[src/hdl/cfci_pkg.sv]
// Shared types and constants for the credit flow control input port.
`timescale 1ns / 1ps
`default_nettype none
package cfci_pkg;

  // Default credit ceiling
  localparam int MAX_CREDITS_DEF = 255;

  // Field widths
  localparam int CMD_W     = 2;
  localparam int PAYLOAD_W = 32;
  localparam int ID_W      = 16;
  localparam int KIND_W    = 3;
  localparam int COUNT_W   = 8;

  // Input command codes
  localparam logic [CMD_W-1:0] CMD_ARRIVE  = 2'd0;
  localparam logic [CMD_W-1:0] CMD_CONSUME = 2'd1;
  localparam logic [CMD_W-1:0] CMD_SLOT    = 2'd2;

  // Result kinds
  localparam logic [KIND_W-1:0] KIND_NONE   = 3'd0;
  localparam logic [KIND_W-1:0] KIND_DATA   = 3'd1;
  localparam logic [KIND_W-1:0] KIND_CREDIT = 3'd2;
  localparam logic [KIND_W-1:0] KIND_NACK   = 3'd3;
  localparam logic [KIND_W-1:0] KIND_REFUSE = 3'd4;
  localparam logic [KIND_W-1:0] KIND_MISRT  = 3'd5;

  // Classified operation handed from front to back
  typedef enum logic [2:0] {
    OP_NOP,
    OP_DATA,
    OP_MISROUTE,
    OP_CLAIM,
    OP_DISCONNECT,
    OP_CONSUME,
    OP_SLOT
  } op_t;

  typedef struct packed {
    op_t                  op;
    logic [PAYLOAD_W-1:0] payload;
  } req_t;

  typedef struct packed {
    logic [KIND_W-1:0]    kind;
    logic [PAYLOAD_W-1:0] data;
    logic [ID_W-1:0]      comp;
    logic [ID_W-1:0]      chan;
    logic [COUNT_W-1:0]   count;
  } res_t;

endpackage
`default_nettype wire

[src/hdl/cfci_front.sv]
// Front end: holds sink_id and classifies each incoming request.
`timescale 1ns / 1ps
`default_nettype none
module cfci_front (
  input  wire logic                           clk,
  input  wire logic                           rst_n,
  input  wire logic                           cfg_wr_en,
  input  wire logic [cfci_pkg::ID_W-1:0]      cfg_wr_data,
  input  wire logic [cfci_pkg::CMD_W-1:0]     cmd,
  input  wire logic [cfci_pkg::PAYLOAD_W-1:0] payload,
  input  wire logic [cfci_pkg::ID_W-1:0]      dest_id,
  input  wire logic                           multicast,
  input  wire logic                           allocate,
  input  wire logic                           acquired,
  output cfci_pkg::req_t                      req
);

  logic [cfci_pkg::ID_W-1:0] sink_id_r;

  // Config register
  always_ff @(posedge clk) begin
    if (!rst_n) begin
      sink_id_r <= '0;
    end else if (cfg_wr_en) begin
      sink_id_r <= cfg_wr_data;
    end
  end

  // Decode; pending nack/disconnect is checked in the back end
  always_comb begin
    req.payload = payload;
    case (cmd)
      cfci_pkg::CMD_ARRIVE: begin
        if (!multicast && (dest_id != sink_id_r)) begin
          req.op = cfci_pkg::OP_MISROUTE;
        end else if (!allocate) begin
          req.op = cfci_pkg::OP_DATA;
        end else if (acquired) begin
          req.op = cfci_pkg::OP_DISCONNECT;
        end else begin
          req.op = cfci_pkg::OP_CLAIM;
        end
      end
      cfci_pkg::CMD_CONSUME: req.op = cfci_pkg::OP_CONSUME;
      cfci_pkg::CMD_SLOT:    req.op = cfci_pkg::OP_SLOT;
      default:               req.op = cfci_pkg::OP_NOP;
    endcase
  end

endmodule
`default_nettype wire

[src/hdl/cfci_queue.sv]
// Two-entry request queue between front and back end.
`timescale 1ns / 1ps
`default_nettype none
module cfci_queue (
  input  wire logic  clk,
  input  wire logic  rst_n,
  input  wire logic  push,
  input  wire cfci_pkg::req_t push_req,
  output logic       full,
  input  wire logic  pop,
  output logic       head_valid,
  output cfci_pkg::req_t head_req
);

  localparam int DEPTH = 2;

  cfci_pkg::req_t entry_r [DEPTH];
  logic           wr_ptr_r, wr_ptr_nxt;
  logic           rd_ptr_r, rd_ptr_nxt;
  logic [1:0]     count_r, count_nxt;
  logic           do_push, do_pop;

  assign full       = (count_r == 2'(DEPTH));
  assign head_valid = (count_r != 2'd0);
  assign head_req   = entry_r[rd_ptr_r];
  assign do_push    = push && !full;
  assign do_pop     = pop && head_valid;

  // Pointer and fill bookkeeping
  always_comb begin
    wr_ptr_nxt = do_push ? ~wr_ptr_r : wr_ptr_r;
    rd_ptr_nxt = do_pop  ? ~rd_ptr_r : rd_ptr_r;
    count_nxt  = count_r;
    if (do_push && !do_pop) begin
      count_nxt = count_r + 2'd1;
    end else if (!do_push && do_pop) begin
      count_nxt = count_r - 2'd1;
    end
  end

  always_ff @(posedge clk) begin
    if (!rst_n) begin
      wr_ptr_r <= 1'b0;
      rd_ptr_r <= 1'b0;
      count_r  <= 2'd0;
    end else begin
      wr_ptr_r <= wr_ptr_nxt;
      rd_ptr_r <= rd_ptr_nxt;
      count_r  <= count_nxt;
    end
  end

  // Storage, no reset needed
  always_ff @(posedge clk) begin
    if (do_push) begin
      entry_r[wr_ptr_r] <= push_req;
    end
  end

endmodule
`default_nettype wire

[src/hdl/cfci_back.sv]
// Back end: connection state, credit counting and the result register.
`timescale 1ns / 1ps
`default_nettype none
module cfci_back #(
  parameter int MAX_CREDITS = cfci_pkg::MAX_CREDITS_DEF
) (
  input  wire logic     clk,
  input  wire logic     rst_n,
  input  wire logic     req_valid,
  input  wire cfci_pkg::req_t req,
  output logic          req_take,
  output logic          out_valid,
  input  wire logic     out_stall,
  output cfci_pkg::res_t res
);

  localparam int CAP_INT = (MAX_CREDITS < 255) ? MAX_CREDITS : 255;
  localparam logic [cfci_pkg::COUNT_W-1:0] CAP = CAP_INT[cfci_pkg::COUNT_W-1:0];
  localparam logic [cfci_pkg::COUNT_W-1:0] CNT_ONE = {{(cfci_pkg::COUNT_W-1){1'b0}}, 1'b1};
  localparam int IW = cfci_pkg::ID_W;

  logic                          src_valid_r, src_valid_nxt;
  logic [IW-1:0]                 src_comp_r, src_comp_nxt;
  logic [IW-1:0]                 src_chan_r, src_chan_nxt;
  logic                          nack_valid_r, nack_valid_nxt;
  logic [IW-1:0]                 nack_comp_r, nack_comp_nxt;
  logic [IW-1:0]                 nack_chan_r, nack_chan_nxt;
  logic                          cred_en_r, cred_en_nxt;
  logic [cfci_pkg::COUNT_W-1:0]  total_r, total_nxt;
  logic                          disc_r, disc_nxt;
  logic                          out_valid_r;
  cfci_pkg::res_t                res_r, res_nxt;
  logic                          blocked;
  logic                          word_op;
  logic                          can_add;

  // Take a request whenever the result register is free or draining
  assign req_take  = req_valid && (!out_valid_r || !out_stall);
  assign out_valid = out_valid_r;
  assign res       = res_r;

  assign blocked = nack_valid_r || disc_r;
  assign word_op = (req.op == cfci_pkg::OP_DATA) || (req.op == cfci_pkg::OP_MISROUTE)
                || (req.op == cfci_pkg::OP_CLAIM) || (req.op == cfci_pkg::OP_DISCONNECT);
  assign can_add = cred_en_r && (total_r < CAP);

  // Execute one request
  always_comb begin
    src_valid_nxt  = src_valid_r;
    src_comp_nxt   = src_comp_r;
    src_chan_nxt   = src_chan_r;
    nack_valid_nxt = nack_valid_r;
    nack_comp_nxt  = nack_comp_r;
    nack_chan_nxt  = nack_chan_r;
    cred_en_nxt    = cred_en_r;
    total_nxt      = total_r;
    disc_nxt       = disc_r;
    res_nxt        = '0;
    res_nxt.kind   = cfci_pkg::KIND_NONE;

    if (word_op && blocked) begin
      res_nxt.kind = cfci_pkg::KIND_REFUSE;
    end else begin
      case (req.op)
        cfci_pkg::OP_MISROUTE: res_nxt.kind = cfci_pkg::KIND_MISRT;
        cfci_pkg::OP_DATA: begin
          res_nxt.kind = cfci_pkg::KIND_DATA;
          res_nxt.data = req.payload;
        end
        cfci_pkg::OP_DISCONNECT: begin
          // stray disconnect without a connection is ignored
          if (src_valid_r) begin
            disc_nxt = 1'b1;
            if (can_add) total_nxt = total_r + CNT_ONE;
          end
        end
        cfci_pkg::OP_CLAIM: begin
          if (!src_valid_r) begin
            src_valid_nxt = 1'b1;
            src_comp_nxt  = req.payload[IW-1:0];
            src_chan_nxt  = req.payload[2*IW-1:IW];
            cred_en_nxt   = 1'b1;
            // credits were just enabled, so add against the cap directly
            if (total_r < CAP) total_nxt = total_r + CNT_ONE;
          end else begin
            nack_valid_nxt = 1'b1;
            nack_comp_nxt  = req.payload[IW-1:0];
            nack_chan_nxt  = req.payload[2*IW-1:IW];
          end
        end
        cfci_pkg::OP_CONSUME: begin
          if (can_add) total_nxt = total_r + CNT_ONE;
        end
        cfci_pkg::OP_SLOT: begin
          if (nack_valid_r) begin
            res_nxt.kind   = cfci_pkg::KIND_NACK;
            res_nxt.comp   = nack_comp_r;
            res_nxt.chan   = nack_chan_r;
            nack_valid_nxt = 1'b0;
            nack_comp_nxt  = '0;
            nack_chan_nxt  = '0;
          end else if (total_r != '0) begin
            res_nxt.kind  = cfci_pkg::KIND_CREDIT;
            res_nxt.comp  = src_comp_r;
            res_nxt.chan  = src_chan_r;
            res_nxt.count = total_r;
            total_nxt     = '0;
            // tear down after the final credit return
            if (disc_r) begin
              src_valid_nxt = 1'b0;
              src_comp_nxt  = '0;
              src_chan_nxt  = '0;
              cred_en_nxt   = 1'b0;
              disc_nxt      = 1'b0;
            end
          end
        end
        default: res_nxt.kind = cfci_pkg::KIND_NONE;
      endcase
    end
  end

  // Connection state
  always_ff @(posedge clk) begin
    if (!rst_n) begin
      src_valid_r  <= 1'b0;
      src_comp_r   <= '0;
      src_chan_r   <= '0;
      nack_valid_r <= 1'b0;
      nack_comp_r  <= '0;
      nack_chan_r  <= '0;
      cred_en_r    <= 1'b0;
      total_r      <= '0;
      disc_r       <= 1'b0;
    end else if (req_take) begin
      src_valid_r  <= src_valid_nxt;
      src_comp_r   <= src_comp_nxt;
      src_chan_r   <= src_chan_nxt;
      nack_valid_r <= nack_valid_nxt;
      nack_comp_r  <= nack_comp_nxt;
      nack_chan_r  <= nack_chan_nxt;
      cred_en_r    <= cred_en_nxt;
      total_r      <= total_nxt;
      disc_r       <= disc_nxt;
    end
  end

  // Result register
  always_ff @(posedge clk) begin
    if (!rst_n) begin
      out_valid_r <= 1'b0;
    end else if (req_take) begin
      out_valid_r <= 1'b1;
    end else if (!out_stall) begin
      out_valid_r <= 1'b0;
    end
  end

  always_ff @(posedge clk) begin
    if (req_take) begin
      res_r <= res_nxt;
    end
  end

endmodule
`default_nettype wire

[src/hdl/credit_flow_control_input_port.sv]
// Top level of the credit flow control input port.
`timescale 1ns / 1ps
`default_nettype none
// Receiving end of a credit-flow-controlled channel. Every request (word
// arrival, downstream consume, or free credit slot) yields exactly one
// result, kind 0 included. One request is taken per cycle while in_stall
// is low: the front end decodes it against sink_id into a two-entry queue,
// and the back end then takes it from the queue head, updates the connection
// state and fills the result register that drives out_*. in_stall rises only
// while the queue is full, which happens when the result side stalls. sink_id
// is to be written through cfg_wr_en/cfg_wr_data while no request is in
// flight; the block itself does not enforce this.
module credit_flow_control_input_port #(
  parameter int MAX_CREDITS = cfci_pkg::MAX_CREDITS_DEF
) (
  input  wire logic                           clk,
  input  wire logic                           rst_n,
  input  wire logic                           cfg_wr_en,
  input  wire logic [cfci_pkg::ID_W-1:0]      cfg_wr_data,
  input  wire logic                           in_valid,
  output logic                                in_stall,
  input  wire logic [cfci_pkg::CMD_W-1:0]     in_cmd,
  input  wire logic [cfci_pkg::PAYLOAD_W-1:0] in_payload,
  input  wire logic [cfci_pkg::ID_W-1:0]      in_dest_id,
  input  wire logic                           in_multicast,
  input  wire logic                           in_allocate,
  input  wire logic                           in_acquired,
  output logic                                out_valid,
  input  wire logic                           out_stall,
  output logic [cfci_pkg::KIND_W-1:0]         out_kind,
  output logic [cfci_pkg::PAYLOAD_W-1:0]      out_data_out,
  output logic [cfci_pkg::ID_W-1:0]           out_credit_component,
  output logic [cfci_pkg::ID_W-1:0]           out_credit_channel,
  output logic [cfci_pkg::COUNT_W-1:0]        out_credit_count
);

  cfci_pkg::req_t dec_req;
  cfci_pkg::req_t head_req;
  cfci_pkg::res_t res;
  logic           q_full;
  logic           head_valid;
  logic           head_take;

  assign in_stall = q_full;

  cfci_front u_front (
    .clk         (clk),
    .rst_n       (rst_n),
    .cfg_wr_en   (cfg_wr_en),
    .cfg_wr_data (cfg_wr_data),
    .cmd         (in_cmd),
    .payload     (in_payload),
    .dest_id     (in_dest_id),
    .multicast   (in_multicast),
    .allocate    (in_allocate),
    .acquired    (in_acquired),
    .req         (dec_req)
  );

  cfci_queue u_queue (
    .clk        (clk),
    .rst_n      (rst_n),
    .push       (in_valid),
    .push_req   (dec_req),
    .full       (q_full),
    .pop        (head_take),
    .head_valid (head_valid),
    .head_req   (head_req)
  );

  cfci_back #(
    .MAX_CREDITS (MAX_CREDITS)
  ) u_back (
    .clk       (clk),
    .rst_n     (rst_n),
    .req_valid (head_valid),
    .req       (head_req),
    .req_take  (head_take),
    .out_valid (out_valid),
    .out_stall (out_stall),
    .res       (res)
  );

  assign out_kind             = res.kind;
  assign out_data_out         = res.data;
  assign out_credit_component = res.comp;
  assign out_credit_channel   = res.chan;
  assign out_credit_count     = res.count;

endmodule
`default_nettype wire

[config.mk]
export PLATFORM = sky130hd
export DESIGN_NAME = credit_flow_control_input_port
export DESIGN_NICKNAME = d
export VERILOG_FILES = /design/src/hdl/cfci_pkg.sv /design/src/hdl/cfci_front.sv /design/src/hdl/cfci_queue.sv /design/src/hdl/cfci_back.sv /design/src/hdl/credit_flow_control_input_port.sv
export SDC_FILE = /design/constraint.sdc
export NUM_CORES = 1
export LEC_CHECK = 0
export BUFFER_PORTS_ARGS = -buffer_cell sky130_fd_sc_hd__buf_2
export CELL_PAD_IN_SITES_DETAIL_PLACEMENT = 1
export CELL_PAD_IN_SITES_GLOBAL_PLACEMENT = 2
export CORE_AREA = 3 3 161 163
export CTS_CLUSTER_SIZE = 16
export DETAILED_ROUTE_END_ITERATION = 10
export DIE_AREA = 0 0 164 166
export PLACE_DENSITY = 0.87
export REMOVE_ABC_BUFFERS = 1
export SYNTH_ARGS = -nofsm -noshare
export SYNTH_HDL_FRONTEND = slang
export SYNTH_HIERARCHICAL = 1
export SYNTH_SLANG_ARGS = --single-unit
[constraint.sdc]
create_clock -name clk -period 6.8 [get_ports clk]
set_input_delay 2.04 -clock clk [delete_from_list [all_inputs] [get_ports clk]]
set_output_delay 2.04 -clock clk [all_outputs]
set_load 0.05 [all_outputs]
==> run metrics, run 1 <==
outcome finished, final reports clean; total track usage 17.64%; worst setup margin 2.805 ns; met1 Use GR 24.41%; unrepaired setup endpoints after global routing no; Mapped Area 10030 sq um; Syn Area/Cell 12.74 sq um; reg2reg end u_back/res[10]; critical path class reg -> reg; WP data required 7.19 ns; CTS Sinks 243; GR peak layer met2; final hold violation count 0; DRT iter0 DRCs 463; Post-CTS Setup Bufs 0; Hold Crit Start u_back/src_comp_r[7]; PwrDens 421.4 nW/um^2; Synth Instances 787; CTS Hold Buffers Added 0; worst min path class reg -> reg; Seq cells post-synth 243; DRC violations left 0; Multi-input gate area 3214 sq um; largest area contributor in the netlist edfxtp_1; largest net degree at the start of global routing 75; H-tree depth 1; LEAKAGE 4.336 nW; PortBufs 150; Die ar. 27220 sq um; design area 11650 sq um; Vias 6515; FF-to-FF path depth 5; met2 Use GR 29.08%; hold depth 2; dpl ws 2.322 ns; CTS tree built; Slew Limit Fails 0; Setup Skew 0.01758 ns; Area Overhead vs Synth 16.20%; vias per cell 5.297; ys flop type edfxtp_1; post-route ant nets 0; initial antenna violation count 0; Startpoint Class flop; register area 6317 sq um; FP Rows 57; Worst VDD drop 0.2430 mV; Layout Nets 964; register area share after synthesis 63.00%; fillcell total 2577; Hold EP u_back/src_comp_r[7]; setup slack, reg-to-reg 2.80 ns; Least-Margin Pin Slew 1.062 ns; final global-route overflow total 0; Reg clk slew, reported paths 0.06 ns; Sum Neg Setup Slack 0 ns; area of the core 24460 sq um; n_diodes 0; clock buffer depth 3; die width 164 um; hpwl dp 14780 um; Final period util 58.75%; final wirelength 24320 um; arrival time worst endpoint 4.38 ns; Crit Path Max Fanout 46; routing usage on met3 2.869%; Tmin final 3.995 ns; post-place instance area 10770 sq um; share of layout cells above drive strength 1 28.26%; first-pass GRT wire length 38230 um; DRT Pass-1 Iters 4; Slew HR 29.17%; Die H 166 um; count of cell types in the netlist 56; Final setup viols 0; routability cong. 0.7419; share of flip-flops with an asynchronous set or reset 0%; top cell type's share of synthesized area 43.43%; warnings from Yosys 6; # IOs 151; PostCTS Resize Cnt 0; Post-synth EDFFs 145; max_cap viols 0; initial core utilization 40.99%; main area contributors after synthesis edfxtp_1 (43%), dfxtp_1 (20%), mux2_2 (3.9%); root buffer cell clkbuf_16; clk_lat worst skew 0.54 ns; Fmax 250.3 MHz; number of CTS-inserted buffers 27; vias in the first global route 6633; CP Capture Type flop; DR WL/cell 19.77 um
==> registers in the layout (all words and copies together), names as in the netlist, 2 cells and up, named ones only <==
register and count:
u_back/src_chan_r 16, u_back/nack_comp_r 16, u_queue/entry_r 70, u_back/nack_chan_r 16, u_back/src_comp_r 16, u_back/res 75, u_queue/count_r 2, u_back/total_r 8
u_front/sink_id_r 16
==> power breakdown <==
group / leakage (nW) / switching (mW) / internal [mW]
combinational: 1.70 / 1.12 / 0.335
clock: 0.444 / 0.580 / 0.833
sequential: 2.19 / 0.140 / 1.91
==> cell usage after synthesis (all sizes together), types with 4 or more instances <==
library cell and n:
inv 10, nand2 45, nor2b 53, and3b 5, xor2 18, ha 5, clkbuf 24, a21oi 6
mux2 35, nor2 8, dfxtp 98, o22ai 5, nand3 10, a32o 8, nor3 5, o2111ai 5
nand4 35, a22o 31, a21boi 4, a22oi 32, o21ai 41, buf 63, edfxtp 145, nor3b 6
mux2i 17, and3 9, and2 40, nor4 6
==> per-stage QoR <==
stage	power, mW	cells	utilization [%]	hold slack [ns]
floorplan	3.087	700	-	0.4281
global placement	3.515	1180	44.04	0.4353
detailed placement	3.545	1180	44.04	0.4488
CTS	4.976	1230	47.62	0.4570
global route	5.125	1230	47.62	0.4653
finish	4.909	1230	47.62	0.4525
==> layout by cell type (no fill, tap or decap), drive strengths merged, types with 8 or more instances in the layout <==
cell type | synthesis | routed
mux2i | 17 | 17
a22o | 31 | 31
nor2 | 8 | 8
dfxtp | 98 | 98
clkbuf | 24 | 39
edfxtp | 145 | 145
xor2 | 18 | 18
nand2 | 45 | 45
nor2b | 53 | 53
buf | 63 | 156
and3 | 9 | 9
inv | 10 | 13
nand3 | 10 | 10
o21ai | 41 | 41
nand4 | 35 | 35
mux2 | 35 | 35
a32o | 8 | 8
a22oi | 32 | 32
clkinv | 0 | 8
and2 | 40 | 40
==> per-layer routing <==
metal / up-vias / wire length, um
met5: - / 0
met4: 0 / 378
met3: 28 / 1301
met2: 176 / 11700
met1: 3237 / 10950
li1: 3074 / -
==> kinds of logic after synthesis <==
logic type,synth area share (%)
AO/OA/AOI/OAI,10.11
XOR/XNOR,1.747
adder cells (fa/ha/maj),0.6240
buffers and inverters,5.491
flip-flops,63.00
multiplexers,5.628
AND/OR/NAND/NOR,13.40
==> area by class of cell <==
type / instances / share of cell area [%]
Inverter: 10 / 0.3222
Clock buffer: 39 / 6.981
Sequential cell: 243 / 54.23
Tap cell: 324 / 3.480
Timing Repair Buffer: 156 / 6.852
Clock inverter: 11 / 0.5477
Multi-Input combinational cell: 447 / 27.59
==> worst max-delay path, cell delays in order (launching register included) <==
cell and delay, ns:
dfxtp_2 1.03, mux2_2 0.51, nor2b_1 0.54, nand2_4 0.53, nor2_4 0.90, a22o_1 0.31
==> how the worst max path moves through the flow <==
stage                              end  slack, ns      start
floorplan             u_back/cred_en_r       0.19  out_stall
global placement    u_queue/count_r[1]       2.44  out_stall
detailed placement  u_queue/count_r[1]       2.32  out_stall
CTS                     u_back/res[10]       2.78       flop
global route            u_back/res[24]       2.58       flop
finish                  u_back/res[10]       2.80       flop
(Power assumes the default switching activity.)
==> run 2: changes to the inputs <==
- CORE_AREA: 3 3 161 163 -> 3 3 167 169
- DIE_AREA: 0 0 164 166 -> 0 0 170 172
- PLACE_DENSITY: 0.87 -> 0.82
- clock period: 6.8 -> 3.7 ns (I/O delays scaled with it)
==> run metrics, run 2 (synthesis results as in run 1) <==
LEAKAGE 4.352 nW (was 4.336 nW); DRT Pass-1 Iters 4 (unchanged); final global-route overflow total 0 (unchanged); DR WL/cell 19.25 um (was 19.77 um); Vias 6486 (was 6515); Fmax 359.1 MHz (was 250.3 MHz); routability cong. 0.7293 (was 0.7419); arrival time worst endpoint 3.25 ns (was 4.38 ns); Layout Nets 971 (was 964); Slew Limit Fails 0 (unchanged); final wirelength 24140 um (was 24320 um); share of layout cells above drive strength 1 28.04% (was 28.26%); worst setup margin 0.9154 ns (was 2.805 ns); total track usage 16.14% (was 17.64%); final hold violation count 0 (unchanged); Least-Margin Pin Slew 0.9174 ns (was 1.062 ns); CP Capture Type flop (unchanged); Setup Skew 0.007231 ns (was 0.01758 ns); Crit Path Max Fanout 33 (was 46); FP Rows 60 (was 57); Final setup viols 0 (unchanged); power after layout 9.014 mW (was 4.909 mW); CTS tree built (unchanged); dpl ws 0.7104 ns (was 2.322 ns); vias in the first global route 6832 (was 6633); n_diodes 0 (unchanged); clk_lat worst skew 0.53 ns (was 0.54 ns); worst min path class reg -> reg (unchanged); Die H 172 um (was 166 um); Reg clk slew, reported paths 0.06 ns (about the same); clock buffer depth 3 (unchanged); max_cap viols 0 (unchanged); Die ar. 29240 sq um (was 27220 sq um); WP data required 4.17 ns (was 7.19 ns); vias per cell 5.172 (was 5.297); initial core utilization 37.51% (was 40.99%); PortBufs 150 (unchanged); commonest non-fill, non-tap cell in the layout buf_2 (unchanged); PwrDens 768.5 nW/um^2 (was 421.4 nW/um^2); PostCTS Resize Cnt 0 (unchanged); root buffer cell clkbuf_16 (unchanged); Tmin final 2.785 ns (was 3.995 ns); fin util 43.89% (was 47.62%); hold slack 0.4492 ns (was 0.4525 ns); CTS Sinks 243 (unchanged); Final period util 75.26% (was 58.75%); die width 170 um (was 164 um); initial antenna violation count 0 (unchanged); # IOs 151 (unchanged); DRT iter0 DRCs 444 (was 463); Post-CTS Setup Bufs 0 (unchanged); Area Overhead vs Synth 16.98% (was 16.20%); largest net degree at the start of global routing 82 (was 75); Startpoint Class flop (unchanged); unrepaired setup endpoints after global routing no (unchanged); CTS Hold Buffers Added 0 (unchanged); post-route ant nets 0 (unchanged); area of the core 26730 sq um (was 24460 sq um); DRC violations left 0 (unchanged); Worst VDD drop 0.3913 mV (was 0.2430 mV); H-tree depth 1 (unchanged); max reg flops 75 (unchanged); outcome finished, final reports clean (unchanged); first-pass GRT wire length 37920 um (was 38230 um); most frequent cells in the layout buf_2 (149), edfxtp_1 (145), dfxtp_1 (97) (unchanged); hpwl dp 15270 um (was 14780 um); Slew HR 38.84% (was 29.17%); critical path class reg -> reg (unchanged); number of CTS-inserted buffers 27 (unchanged); Hold Crit Start u_back/src_comp_r[9] (was u_back/src_comp_r[7])
-- run 2: cell types whose count changed in the layout (fill, tap and decap cells not counted), moves of 2 or more --
cell / change
buf_12: +2
buf_4: +5
clkbuf_1: +4
clkbuf_16: -2
clkinv_1: +3
clkinv_2: -5
-- run 2: worst paths after layout --
path,endpoint,slack [ns],cells after the start
worst max-delay path,u_back/nack_comp_r[7],0.92,7
worst min-delay path,u_back/src_comp_r[9],0.45,2
worst max register to register,u_back/nack_comp_r[7],0.92,7
worst min register to register,u_back/src_comp_r[9],0.45,2
-- run 2: metrics by stage --
step                      std cells  TNS, ns  area, sq um
after CTS                      1254        0        11730
after global placement         1204        0        10870
after detailed placement       1204        0        10870
final                          1254        0        11730
after floorplan                 700  -155.25         9513
after global routing           1254        0        11730
-- run 2: power by group --
group          switching, mW  internal, mW  total, mW
Clock                   1.07          1.51       2.58
Combinational           2.12         0.630       2.75
Sequential             0.184          3.51       3.69
Total                   3.37          5.64       9.01
-- run 2: area by class of cell --
type                       instances  area, sq um
fill                            2843        15000
sequential                       243         6317
multi-input combinational        447         3214
timing repair buffer             163        875.8
clock buffer                      40        764.5
tap                              341        426.7
clock inverter                    10        92.59
inverter                          10        37.54
-- run 2: metal layers --
| layer | GRT usage (%) | share of wire, % |
|---|---|---|
| met1 | 21.55 | 44 |
| met2 | 28.08 | 50 |
| met3 | 2.583 | 5.0 |
| met4 | 3.210 | 1.3 |
| met5 | 0 | 0 |
-- run 2: worst max-delay path, stage by stage, from the launching register on --
cell and delay, ns:
dfxtp_2 0.36, buf_4 0.46, mux2_2 0.53, nand3_1 0.21
nor2_4 0.60, buf_4 0.31, a22oi_1 0.10, nor2b_1 0.14
